`src/rtl/core/bbd_queue.sv`:
```
// ----------------------------------------------------------------------------
// bbd_queue: two-entry command queue
// Takes up to two pixel commands at once and hands them out one at a time.
// ----------------------------------------------------------------------------
module bbd_queue #(
  parameter int DW = 8
) (
  input  logic          clk,
  input  logic          rst,
  input  logic [1:0]    push_n,
  input  logic [DW-1:0] din_a,
  input  logic [DW-1:0] din_b,
  input  logic          pop,
  output logic          empty,
  output logic [DW-1:0] dout
);

  logic [DW-1:0] ent0;
  logic [DW-1:0] ent1;
  logic [1:0]    count;

  assign empty = (count == 2'd0);
  assign dout  = ent0;

  always_ff @(posedge clk) begin
    if (rst) begin
      count <= 2'd0;
    end else if (empty && push_n != 2'd0) begin
      count <= push_n;
    end else if (pop && !empty) begin
      count <= count - 2'd1;
    end
  end

  always_ff @(posedge clk) begin
    if (empty && push_n != 2'd0) begin
      ent0 <= din_a;
      ent1 <= din_b;
    end else if (pop && !empty) begin
      ent0 <= ent1;
    end
  end

endmodule

```
`config.mk`:
```
export PLATFORM = sky130hd
export DESIGN_NAME = bbd_queue
export DESIGN_NICKNAME = d
export VERILOG_FILES = /design/src/rtl/core/bbd_queue.sv
export SDC_FILE = /design/constraint.sdc
export NUM_CORES = 1
export LEC_CHECK = 0
export ABC_AREA = 0
export BUFFER_PORTS_ARGS = -buffer_cell sky130_fd_sc_hd__buf_2
export CORE_MARGIN = 2
export CORE_UTILIZATION = 45
export CTS_CLUSTER_SIZE = 16
export DETAILED_ROUTE_END_ITERATION = 6
export PLACE_DENSITY_LB_ADDON = 0.15
export SYNTH_ARGS = -nofsm -noshare
export SYNTH_HDL_FRONTEND = slang
export SYNTH_SLANG_ARGS = --single-unit
```
`constraint.sdc`:
```
create_clock -name clk -period 1.9 [get_ports clk]
set_input_delay 0.095 -clock clk [delete_from_list [all_inputs] [get_ports clk]]
set_output_delay 0.095 -clock clk [all_outputs]
set_load 0.02 [all_outputs]
```
==> run metrics, run 1 <==
CTS Buf Count 3; Worst Setup EP dout[0]; Multi-input gate area 207.7 um2; Post-CTS Hold Buffers 9; met3 Track Usage GR 3.673%; CP required 1.94 ns; root buffer cell clkbuf_4; CTS Buffer Depth 2; total track usage 14.84%; Die ar. 1983 um2; Starting Density 48.52%; IO Count 30; FF-to-FF Start count[0]; cell depth of the worst setup path 4; vias in the first global route 522; unrepaired setup endpoints after global routing false; die height 44.54 um; clk sinks 18; Yosys reg bits 18; Reg-to-Reg End dout[0]; final setup vio count 0; most common cell in the netlist edfxtp_1; Crit path max-delay family multiplexers; synth cell count leaders 16 x edfxtp_1, 8 x mux2_2, 3 x a21oi_1, 3 x inv_1, 3 x nor2_1; Post-CTS Setup Bufs 0; met2 Use GR 28.70%; share of the synthesized area in the top cell type 64.97%; Hold/Removal Path Class input port to flip-flop; post-DP HPWL 937.3 um; proportion of layout cells with a drive suffix above 1 48.89%; post-synthesis cell type count 15; Final Max Slew Viols 0; first-pass GRT wire length 2042 um; initial antenna violation count 0; Synth area leaders edfxtp_1 65%, mux2_2 12%, dfxtp_1 5.4%, ha_1 3.4%, a21oi_1 2.0%; YS warnings 0; core area 1524 um2; fin util 67.98%; Slew headroom 72.05%; Antenna Nets Post-Route 0; Slew @ Worst Pin 0.4192 ns; Avg Synthesized Cell Area 16.08 um2; Cells after Synth 46; ys async rst share 0%; Nets 114; number of fill cells in the layout 115; register area 520.5 um2; Max Cap Viol 0; Final Cycle Share 82.24%; Vias per Instance 5.066; crit path kind flip-flop to flip-flop; Crit Path Max Fanout 8; busiest grt layer met2; area leader, netlist edfxtp_1; total number of vias 537; fin crit period 1.563 ns; register area share after synthesis 70.39%; ant diodes 0; Worst Setup Start Kind flip-flop; Net Count, Synth 69; row count 14; die width 44.54 um; maximum vdd drop 0.0007770 V; status complete, no violations; Worst Skew 0.004434 ns; Buf/Inv on CP 1; number of synthesized flops with an enable pin 16; Post-route DRC 0; Reg2Reg Depth 4; clock-pin slew on the worst setup and hold paths 0.10 ns; crit path cell chain inv_1 -> ha_1 -> o21ai_2 -> mux2_2; CTS tree yes; Fmax achieved 640.0 MHz; pin count of the biggest net entering global routing 11; drt wl/cell 12.67 um; R2R Setup Slk 0.34 ns; CP endpoint kind flip-flop; Max stage delay on crit path 0.40 ns; Worst Setup SP count[0]; Worst EP arrival 1.60 ns; GP Congestion 0.6793; I/O Buffers 29; worst skew pair latency 0.28 ns; Post-CTS Resized 0; drt pass-1 iters 4; H-tree levels 1; GR met1 Demand/Resource 14.89%; 1st-iter DRT viols 7; WL final 1343 um; Top FF cell, synth edfxtp_1; Setup TNS Final 0 ns; final hold vios 0; Power per Cell Area 1233 nW/um2; Pleak 0.4401 nW; synth-to-layout area growth 40.10%; slowest cell on the critical path mux2_2; mapped cell area 739.5 um2; global route total overflow 0
-- kinds of logic after synthesis --
family,share of synthesized area [%]
flip-flops,70.39
adder cells (fa/ha/maj),3.384
AND/OR/NAND/NOR,4.908
buffers and inverters,1.523
multiplexers,12.18
AO/OA/AOI/OAI,7.614
-- sequential cells by signal, summed over array words and instances (netlist names) --
name	cells
ent1	8
count	2
dout	8
-- worst min path at each step --
| stage | from | end | cells past startpoint |
|---|---|---|---|
| after floorplan | rst | count[0] | 1 |
| after global placement | rst | count[0] | 2 |
| after detailed placement | din_b[7] | ent1[7] | 1 |
| after CTS | din_a[2] | dout[2] | 2 |
| after global routing | din_a[1] | dout[1] | 2 |
| final | din_a[2] | dout[2] | 2 |
-- layout make-up --
class                           instances  area share (%)
Tap cell                               16           1.932
Clock inverter                          1          0.3623
Timing Repair Buffer                   40           24.15
Sequential cell                        18           50.24
Inverter                                3           1.087
Clock buffer                            3           2.174
Multi-Input combinational cell         25           20.05
-- layer usage --
layer	share of wire (%)	vias up
met3	7.1	0
met2	53	24
met5	0	-
met1	40	253
li1	-	260
met4	0	0
-- report_power, final --
part / internal [W] / switching, W / total [W] / leakage, nW
logic: 0.000208 / 0.000271 / 0.000479 / 0.250
clock network: 0.0000761 / 0.000110 / 0.000186 / 0.0154
registers: 0.000583 / 0.0000298 / 0.000612 / 0.174
total: 0.000867 / 0.000411 / 0.00128 / 0.440
-- cells in the final DEF (no fill, tap or decap) --
cell | Yosys | routed
o21ai_2 | 1 | 1
nor2b_1 | 2 | 2
ha_1 | 2 | 2
a22oi_1 | 1 | 1
a211o_1 | 1 | 1
clkbuf_4 | 0 | 3
clkinv_1 | 0 | 1
buf_2 | 0 | 29
nor2_2 | 1 | 1
dfxtp_1 | 2 | 2
mux2_2 | 8 | 8
o21ai_0 | 1 | 1
a21oi_1 | 3 | 3
nand2b_1 | 1 | 1
dlygate4sd3_1 | 0 | 9
nor2_1 | 3 | 3
inv_1 | 3 | 3
o221a_1 | 1 | 1
edfxtp_1 | 16 | 16
buf_4 | 0 | 2
-- worst register-to-register path: stages (launching register included) --
cell     delay [ns]
dfxtp_1        0.36
inv_1          0.07
ha_1           0.28
o21ai_2        0.21
mux2_2         0.40
-- metrics by stage --
stage | cell area [um2] | hold slack, ns | std cells | total power [W] | worst slack (ns)
finish | 1036 | 0.1048 | 106 | 0.001277 | 0.3374
global route | 1036 | 0.09355 | 106 | 0.001351 | 0.2505
CTS | 1036 | 0.09571 | 106 | 0.001292 | 0.3375
detailed placement | 919.6 | 0.2731 | 93 | 0.001089 | 0.3666
global placement | 919.6 | 0.2709 | 93 | 0.001081 | 0.4056
floorplan | 739.5 | 0.1641 | 46 | 0.0009389 | 0.3354
No activity file was read; power rests on OpenSTA's default activity.
==> run 2: changes to the inputs <==
- CORE_UTILIZATION: 45 -> 41
- clock period: 1.9 -> 1.3 ns (I/O delays scaled with it)
==> run metrics, run 2 (same netlist as run 1, synthesis figures left out) <==
Slew headroom 73.18%; crit path cell chain inv_2 -> ha_4 -> o21ai_4 -> mux2_4; area post-placement 972.2 um2; clock-pin slew on the worst setup and hold paths 0.10 ns; global route total overflow 0; CTS Buffer Depth 2; Pleak 0.4947 nW; drt wl/cell 12.54 um; 1st-iter DRT viols 7; slowest cell on the critical path dfxtp_2; Die ar. 2159 um2; drt pass-1 iters 4; most common cell after layout, fill and taps aside buf_2; Vias per Instance 4.638; FF-to-FF Start count[1]; Worst Setup Start Kind flip-flop; Crit Path Max Fanout 8; ant diodes 0; Hold/Removal Path Class input port to flip-flop; Final Max Slew Viols 0; clk sinks 18; CP endpoint kind flip-flop; final setup vio count 9; Starting Density 43.30%; hold endpoint dout[7]; fin crit period 1.307 ns; Max stage delay on crit path 0.34 ns; Final Non-Filler Cells 116; core area 1708 um2; Power per Cell Area 1841 nW/um2; Slew @ Worst Pin 0.4007 ns; Post-route DRC 0; total number of vias 538; maximum vdd drop 0.001089 V; CTS tree yes; CTS Buf Count 3; final setup margin -0.006979 ns; Max Cap Viol 0; vias in the first global route 483; crit path kind flip-flop to flip-flop; IO Count 30; Worst Skew 0.002845 ns; Fmax achieved 765.1 MHz; GP Congestion 0.7557; total track usage 14.50%; most frequent cells in the layout 29 x buf_2, 16 x edfxtp_1, 9 x dlygate4sd3_1; Reg-to-Reg End dout[1]; CP required 1.36 ns; Reg2Reg Depth 4; H-tree levels 1; failing checks negative setup slack; R2R Setup Slk -0.007 ns; proportion of layout cells with a drive suffix above 1 58.24%; Worst EP arrival 1.37 ns; Final Cycle Share 100.5%; placed cells 102; Hold Crit Start din_a[7]; number of fill cells in the layout 128; unrepaired setup endpoints after global routing true; design area 1141 um2; hold depth 2; die height 46.47 um; status complete, but fails checks; post-DP HPWL 935.9 um; row count 15; initial antenna violation count 0; I/O Buffers 29; final hold vios 0; Antenna Nets Post-Route 0; first-pass GRT wire length 2021 um; die width 46.47 um; WL final 1455 um; root buffer cell clkbuf_4; worst skew pair latency 0.30 ns; Nets 115; synth-to-layout area growth 54.31%; pin count of the biggest net entering global routing 11
## run 2: worst max path at each step
stage                        start  endpoint  slack (ns)  cells past startpoint
after floorplan           count[0]   dout[0]       0.001                      4
final                     count[1]   dout[1]      -0.007                      4
after CTS                 count[0]   dout[3]       -0.01                      4
after global placement    count[1]   dout[5]       -0.03                      4
after detailed placement  count[1]   dout[2]       -0.04                      4
after global routing      count[0]   dout[7]       -0.07                      4
## run 2: per-layer routing
metal / track usage (%) / up-vias / routed length [um]
li1: - / 262 / -
met1: 17.93 / 255 / 627
met2: 21.11 / 19 / 742
met3: 4.706 / 2 / 70
met4: 10.29 / 0 / 15
met5: 0 / - / 0
## run 2: final cells by class
class                           count  area (um2)  share of cell area, %
Tap cell                           25       31.28                  2.741
Inverter                            3       11.26                 0.9868
Sequential cell                    18       523.0                  45.83
Timing Repair Buffer               41       270.3                  23.68
Clock buffer                        3       22.52                  1.974
Clock inverter                      1       3.754                 0.3289
Multi-Input combinational cell     25       279.0                  24.45
## run 2: worst max-delay path, delay by kind of cell, from the launching register on
family / cells / cell delay, ns
adders and majority gates: 1 / 0.18
muxes: 1 / 0.34
AOI/OAI and AO/OA: 1 / 0.16
DFF: 1 / 0.34
buffers and inverters: 1 / 0.05
## run 2: stage by stage
step / util (%) / power (W) / hold WS, ns / TNS, ns / setup WS (ns)
final: 66.81 / 0.002101 / 0.05969 / -0.04849 / -0.006979
after CTS: 65.64 / 0.002069 / 0.05152 / -0.07115 / -0.01365
after global placement: 56.92 / 0.001662 / 0.2393 / -0.1754 / -0.02639
after detailed placement: 56.92 / 0.001679 / 0.2431 / -0.3059 / -0.04194
after global routing: 66.81 / 0.002210 / 0.04860 / -0.5008 / -0.06703
after floorplan: - / 0.001454 / 0.1341 / 0 / 0.001445
## run 2: power breakdown
group          total [W]  leakage [nW]  switching, W  internal, W
Clock           0.000291        0.0154      0.000179     0.000112
Sequential      0.000902         0.175     0.0000458     0.000856
Combinational   0.000908         0.304      0.000460     0.000448
Total            0.00210         0.495      0.000685      0.00142
## run 2: what timing repair did
item,4_1_cts,5_1_grt
setup endpoints to repair,16,22
buffers inserted,0,1
hold endpoints to repair,9,0
resized for setup,12,0
cloned,0,0
hold buffers,9,0
pin swaps,1,1
