### src/rtl/core/bbd_pkg.sv
// ----------------------------------------------------------------------------
// bbd_pkg: shared types and constants of the Bayer demosaic block
// Colour codes, register indexes, command control fields and the CFA lookup.
// ----------------------------------------------------------------------------
package bbd_pkg;

  localparam int ROW_BITS  = 13;
  localparam logic [ROW_BITS-1:0] ROW_LAST = 13'h1FFF;
  localparam int NORM_BITS = 20;
  localparam int MAG_BITS  = 17;
  localparam logic [MAG_BITS-1:0] MAG_MAX = 17'h1FFFF;
  localparam int FW_BITS   = 13;

  localparam logic [1:0] CLR_RED   = 2'd0;
  localparam logic [1:0] CLR_GREEN = 2'd1;
  localparam logic [1:0] CLR_BLUE  = 2'd2;
  localparam logic [1:0] CLR_ALT   = 2'd3;

  localparam logic [2:0] REG_FRAME_WIDTH = 3'd0;
  localparam logic [2:0] REG_CFA_PATTERN = 3'd1;
  localparam logic [2:0] REG_CLIP_RED    = 3'd2;
  localparam logic [2:0] REG_CLIP_GREEN  = 3'd3;
  localparam logic [2:0] REG_CLIP_BLUE   = 3'd4;
  localparam logic [2:0] REG_GAIN_RED    = 3'd5;
  localparam logic [2:0] REG_GAIN_GREEN  = 3'd6;
  localparam logic [2:0] REG_GAIN_BLUE   = 3'd7;

  typedef struct packed {
    logic       done;
    logic [1:0] c_ctr;
    logic [1:0] c_n;
    logic [1:0] c_e;
    logic [1:0] slot_i;
    logic [1:0] slot_n;
    logic [1:0] slot_s;
  } cmd_ctl_t;

  function automatic logic [1:0] colour_at(input logic [7:0] cfa, input logic rpar,
                                           input logic cpar);
    logic [1:0] code;
    code = cfa[{rpar, cpar, 1'b0} +: 2];
    colour_at = (code == CLR_ALT) ? CLR_GREEN : code;
  endfunction

endpackage

### src/rtl/core/bbd_front.sv
// ----------------------------------------------------------------------------
// bbd_front: request intake and raster tracking
// Keeps row and column counts, writes samples to the line store and turns each
// request into zero, one or two pixel commands for the back end.
// ----------------------------------------------------------------------------
module bbd_front #(
  parameter int MAX_WIDTH   = 4096,
  parameter int SAMPLE_BITS = 17
) (
  input  logic                                clk,
  input  logic                                rst,
  input  logic                                req_valid,
  output logic                                req_ready,
  input  logic                                req_type,
  input  logic signed [SAMPLE_BITS-1:0]       sample,
  input  logic [7:0]                          cfa,
  input  logic [$clog2(MAX_WIDTH+1)-1:0]      ew,
  input  logic                                q_empty,
  input  logic                                back_idle,
  output logic [1:0]                          push_n,
  output logic [$bits(bbd_pkg::cmd_ctl_t)+3*$clog2(MAX_WIDTH)-1:0] cmd_a,
  output logic [$bits(bbd_pkg::cmd_ctl_t)+3*$clog2(MAX_WIDTH)-1:0] cmd_b,
  output logic                                mem_we,
  output logic [$clog2(3*MAX_WIDTH)-1:0]      mem_waddr,
  output logic signed [SAMPLE_BITS-1:0]       mem_wdata
);
  import bbd_pkg::*;

  localparam int CB    = $clog2(MAX_WIDTH);
  localparam int WB    = $clog2(MAX_WIDTH+1);
  localparam int AB    = $clog2(3*MAX_WIDTH);
  localparam int CMD_W = $bits(cmd_ctl_t) + 3*CB;

  logic [ROW_BITS-1:0] row_cnt, row_cnt_next;
  logic [CB-1:0]       col_cnt, col_cnt_next;
  logic [CB-1:0]       drain_col, drain_col_next;
  logic [1:0]          slot, slot_next;
  logic                accept;

  function automatic logic [1:0] dec3(input logic [1:0] s);
    dec3 = (s == 2'd0) ? 2'd2 : s - 2'd1;
  endfunction

  function automatic logic [1:0] inc3(input logic [1:0] s);
    inc3 = (s == 2'd2) ? 2'd0 : s + 2'd1;
  endfunction

  function automatic logic [CMD_W-1:0] make_cmd(input logic done, input logic [1:0] si,
                                                input logic [1:0] sn, input logic [1:0] ss,
                                                input logic [WB-1:0] j, input logic ipar,
                                                input logic [WB-1:0] w, input logic [7:0] p);
    cmd_ctl_t      ctl;
    logic [WB-1:0] jp;
    logic [WB-1:0] jn;
    ctl.done   = done;
    ctl.c_ctr  = colour_at(p, ipar, j[0]);
    ctl.c_n    = colour_at(p, ~ipar, j[0]);
    ctl.c_e    = colour_at(p, ipar, ~j[0]);
    ctl.slot_i = si;
    ctl.slot_n = sn;
    ctl.slot_s = ss;
    jp = (j == '0) ? WB'(1) : j - WB'(1);
    jn = (j == w - WB'(1)) ? w - WB'(2) : j + WB'(1);
    make_cmd = {ctl, CB'(j), CB'(jp), CB'(jn)};
  endfunction

  assign req_ready = q_empty && back_idle;
  assign accept    = req_valid && req_ready;

  always_comb begin
    logic [ROW_BITS-1:0] r;
    logic [CB-1:0]       c;
    logic [1:0]          s;
    logic [1:0]          si;
    logic [1:0]          sn;
    logic [WB-1:0]       c1;
    logic [WB-1:0]       d;
    row_cnt_next   = row_cnt;
    col_cnt_next   = col_cnt;
    drain_col_next = drain_col;
    slot_next      = slot;
    push_n         = 2'd0;
    cmd_a          = '0;
    cmd_b          = '0;
    mem_we         = 1'b0;
    mem_waddr      = '0;
    mem_wdata      = sample;
    r  = row_cnt;
    c  = col_cnt;
    s  = slot;
    si = 2'd0;
    sn = 2'd0;
    c1 = '0;
    d  = '0;
    if (accept) begin
      if (!req_type) begin
        if (drain_col != '0) begin
          r = '0;
          c = '0;
          s = 2'd0;
        end
        if (WB'(c) >= ew) begin
          c = '0;
          s = (r == ROW_LAST) ? 2'd0 : inc3(s);
          r = r + ROW_BITS'(1);
        end
        mem_we = 1'b1;
        unique case (s)
          2'd1:    mem_waddr = AB'(c) + AB'(MAX_WIDTH);
          2'd2:    mem_waddr = AB'(c) + AB'(2*MAX_WIDTH);
          default: mem_waddr = AB'(c);
        endcase
        if (r != '0) begin
          si = dec3(s);
          sn = (r == ROW_BITS'(1)) ? s : dec3(si);
          if (c != '0) begin
            push_n = 2'd1;
            cmd_a  = make_cmd(1'b0, si, sn, s, WB'(c) - WB'(1), ~r[0], ew, cfa);
          end
          if (WB'(c) == ew - WB'(1)) begin
            push_n = 2'd2;
            cmd_b  = make_cmd(1'b0, si, sn, s, ew - WB'(1), ~r[0], ew, cfa);
          end
        end
        c1 = WB'(c) + WB'(1);
        if (c1 >= ew) begin
          col_cnt_next = '0;
          slot_next    = (r == ROW_LAST) ? 2'd0 : inc3(s);
          row_cnt_next = r + ROW_BITS'(1);
        end else begin
          col_cnt_next = CB'(c1);
          slot_next    = s;
          row_cnt_next = r;
        end
        drain_col_next = '0;
      end else if (row_cnt != '0 && col_cnt == '0) begin
        si = dec3(slot);
        sn = (row_cnt == ROW_BITS'(1)) ? si : dec3(si);
        d  = (WB'(drain_col) > ew - WB'(1)) ? ew - WB'(1) : WB'(drain_col);
        if (d != '0) begin
          push_n = 2'd1;
          cmd_a  = make_cmd(1'b0, si, sn, sn, d - WB'(1), ~row_cnt[0], ew, cfa);
        end
        if (d == ew - WB'(1)) begin
          push_n         = 2'd2;
          cmd_b          = make_cmd(1'b1, si, sn, sn, ew - WB'(1), ~row_cnt[0], ew, cfa);
          row_cnt_next   = '0;
          col_cnt_next   = '0;
          drain_col_next = '0;
          slot_next      = 2'd0;
        end else begin
          drain_col_next = CB'(d + WB'(1));
        end
      end
    end
  end

  always_ff @(posedge clk) begin
    if (rst) begin
      row_cnt   <= '0;
      col_cnt   <= '0;
      drain_col <= '0;
      slot      <= 2'd0;
    end else begin
      row_cnt   <= row_cnt_next;
      col_cnt   <= col_cnt_next;
      drain_col <= drain_col_next;
      slot      <= slot_next;
    end
  end

endmodule

### config.mk
export PLATFORM = sky130hd
export DESIGN_NAME = bbd_front
export DESIGN_NICKNAME = d
export VERILOG_FILES = /design/src/rtl/core/bbd_pkg.sv /design/src/rtl/core/bbd_front.sv
export SDC_FILE = /design/constraint.sdc
export NUM_CORES = 1
export LEC_CHECK = 0
export CORE_MARGIN = 2
export CORE_UTILIZATION = 30
export CTS_CLUSTER_SIZE = 24
export DETAILED_ROUTE_END_ITERATION = 10
export DONT_BUFFER_PORTS = 1
export HOLD_SLACK_MARGIN = 0.08
export MAX_ROUTING_LAYER = met4
export SLEW_MARGIN = 20
export SYNTH_ARGS = -nofsm -noshare
export SYNTH_HDL_FRONTEND = slang
export SYNTH_SLANG_ARGS = --single-unit
### constraint.sdc
create_clock -name clk -period 11.3 [get_ports clk]
set_clock_uncertainty 0.2 [all_clocks]
set_input_delay 0.565 -clock clk [delete_from_list [all_inputs] [get_ports clk]]
set_output_delay 0.565 -clock clk [all_outputs]
set_load 0.005 [all_outputs]
==> results.md <==
- Post-CTS Hold Buffers: 0
- Pin count of the biggest net entering global routing: 40
- Initial drt markers: 1,127
- DR vias/cell: 6.11
- Gates resized, CTS repair: 0
- Max-cap violations: 0
- Mapped Area: about 0.0094 mm²
- Worst path required time: 10.54 ns
- Yosys warnings: 0
- Setup bufs post-CTS: 0
- DRC errors left: 0
- TritonCTS Sinks: 39
- Total Wirelength: slightly above 40,000 µm
- Initial antenna violation count: 0
- Post-Layout Cell Count: 1,742
- Tcrit/Tclk final: 90.1%
- DRT antenna net count: 0
- Ant diodes: 0
- Post-synth top cells: nor2_1, xnor2_1, nand2_1, a21oi_1, nor3_1
- Rel. slew slack: 27.9%
- Clk root buf: clkbuf_16
- Crit-path slowest cell: or4b_1
- Slowest Stage Delay on Critical Path: 0.59 ns
- Die Area: around 0.033 mm²
- Least-Margin Pin Slew: 1.07 ns
- Most used flip-flop cell after synthesis: dfxtp_1
- Synth top area cells: xnor2_1, dfxtp_1, nor2_1, ha_1, a21oi_1
- Vias in the first global route: 9,781
- F_max: 98.3 MHz
- Leak pwr: 3.59 nW
- CP max FO: 30
- Top-count cell post-synth: nor2_1
- Arr. time, crit path: 9.41 ns
- Synth top area share: 11.2%
- Async set-or-reset flop fraction in the synthesized netlist: 0%
- Tmin final: between 10 and 15 ns
- Worst skew pair latency: 0.31 ns
- Avg Inst Size Synth: 6.63 µm²
- Worst Hold Class: primary input to flop
- Critical setup path kind: primary input to output pin
- Run status: completed
- Critical path startpoint category: primary input
- Nets: 1,446
- Distinct cells, synth: 91
- Clk buf depth: 2
- Pins Over Slew Limit: 0
- Synthesized net count: 1,521
- RSZ-0062 raised after global routing: false
- GRT Util Overall: about a quarter
- Die height: 181 µm
- Post-synthesis sequential area ratio: 8.29%
- Core Rows: 64
- Num CTS Buffers: 5
- Post-Synthesis Cells: 1,420
- Reg clk slew, reported paths: 0.08 ns
- Fillers: 3,413
- Area Overhead vs Synth: 3.93%
- Post-synth EDFFs: 0
- Leading area contributor after synthesis: xnor2_1
- I/O pins: between 150 and 200
- Die Span X: about 180 µm
- Core ar.: 0.0307 mm²
- HPWL after detailed placement: approximately 32,000 µm
- Setup TNS: 0 ns
- Critical Path Sink Type: output pin
- Port Buf Inserts: 0
- GRT overflow: 0
- Initial core utilization: 30.6%
- H-Tree Depth: 2
- Fin. Hold Viols: 0
- Footprint of the multi-input gates: 0.00791 mm²
- FF+latch area: 781 µm²
- WL/cell: approximately 23 µm
- Fraction of final layout cells sized beyond drive strength 1: 6.54%
- Endpoints failing setup: 0
- First-pass DRT Iterations: 6
- GP Congestion: 0.967
- Via count: 10,600
- CTS tree: built
- Cells after DPL: between 1,500 and 2,000
- Synthesized flop and latch total: 39
- First-pass GRT wire length: slightly above 60,000 µm
- PD cells: roughly 45 mW/mm²
- Max IR drop VDD: 0.0000449 V
critical path: cells and delay by family:
| family | cells | cell delay [ns] |
|---|---|---|
| buf+inv | 3 | 1.14 |
| xor+xnor | 3 | 0.87 |
| simple gates | 9 | 2.31 |
| compound gates | 11 | 3.28 |
| fa+ha+maj | 3 | 1.22 |
cell usage in the layout, fill, tap and decap left out, types with 6 or more instances in the layout:
cell type  count
or3_1         18
ha_1          57
dfxtp_1       39
mux2_2         6
nand3_1       59
o21a_1         8
mux2i_1       33
a22oi_1       37
nand2b_1      10
mux4_2         7
or2_2          8
a211o_1        6
nor2_1       203
o21ai_0       60
nand4_1       21
inv_2          6
o22ai_1       11
xor2_1        25
buf_4         27
xnor2_1      120
a2111oi_0      7
a21oi_1       90
inv_1         55
nor3_1        78
a21o_1        13
nor4_1        20
a31oi_1       14
and2_1        15
nand3b_1       9
o211ai_1      11
a211oi_1      13
and3_1        19
nor2b_1       15
nand2_1      116
a22o_1         6
power by group:
| group | switching, mW | leakage (nW) | total (mW) | internal (mW) |
|---|---|---|---|---|
| logic | 0.0953 | 3.21 | 0.145 | 0.0500 |
| clock network | 0.0722 | 0.0664 | 0.155 | 0.0829 |
| registers | 0.000332 | 0.314 | 0.138 | 0.137 |
| total | 0.168 | 3.59 | 0.438 | 0.270 |
state kept, by name, summed over array words and instances, names as in the netlist:
signal	count
row_cnt	13
drain_col	12
col_cnt	12
slot	2
worst paths after layout:
path	start	to	slack, ns	cells past startpoint
worst min register to register	row_cnt[1]$_SDFFE_PP0P_	row_cnt[1]$_SDFFE_PP0P_	0.38	2
worst max register to register	drain_col[7]$_SDFFE_PP0P_	slot[1]$_SDFFE_PP0P_	1.63	25
worst max-delay path	ew[0]	cmd_a[9]	1.12	29
worst min-delay path	rst	drain_col[4]$_SDFFE_PP0P_	0.13	1
layer usage:
layer	track usage, %	wire length [µm]
met5	-	0
met3	5.76	4160
met2	37.8	18000
met1	31.4	17000
met4	9.56	1680
area by class of cell:
type,instances,area share [%]
multi-input combinational,1207,80.9
sequential,39,7.98
tap,396,5.06
inverter,65,2.49
timing repair buffer,27,2.07
clock buffer,5,1.28
clock inverter,3,0.243
metrics by stage:
| stage | instance area (µm²) | setup slack (ns) | hold WS (ns) | utilization (%) | total power, mW |
|---|---|---|---|---|---|
| after floorplan | 9420 | 2.58 | 0.297 | - | 0.248 |
| after global placement | 9640 | 1.51 | 0.344 | 31.3 | 0.281 |
| after detailed placement | 9640 | 1.33 | 0.352 | 31.3 | 0.282 |
| after CTS | 9790 | 1.31 | 0.120 | 31.8 | 0.436 |
| after global routing | 9790 | 0.480 | 0.121 | 31.8 | 0.452 |
| final | 9790 | 1.12 | 0.128 | 31.8 | 0.438 |
kinds of logic after synthesis:
family,count (synthesis),synth area share (%)
simple gates,626,32.5
compound gates,327,23.2
buf+inv,174,7.91
xor+xnor,150,14.6
fa+ha+maj,57,7.57
mux,46,5.90
flops,39,8.29
other cells,1,0.0398
(Power assumes the default switching activity.)
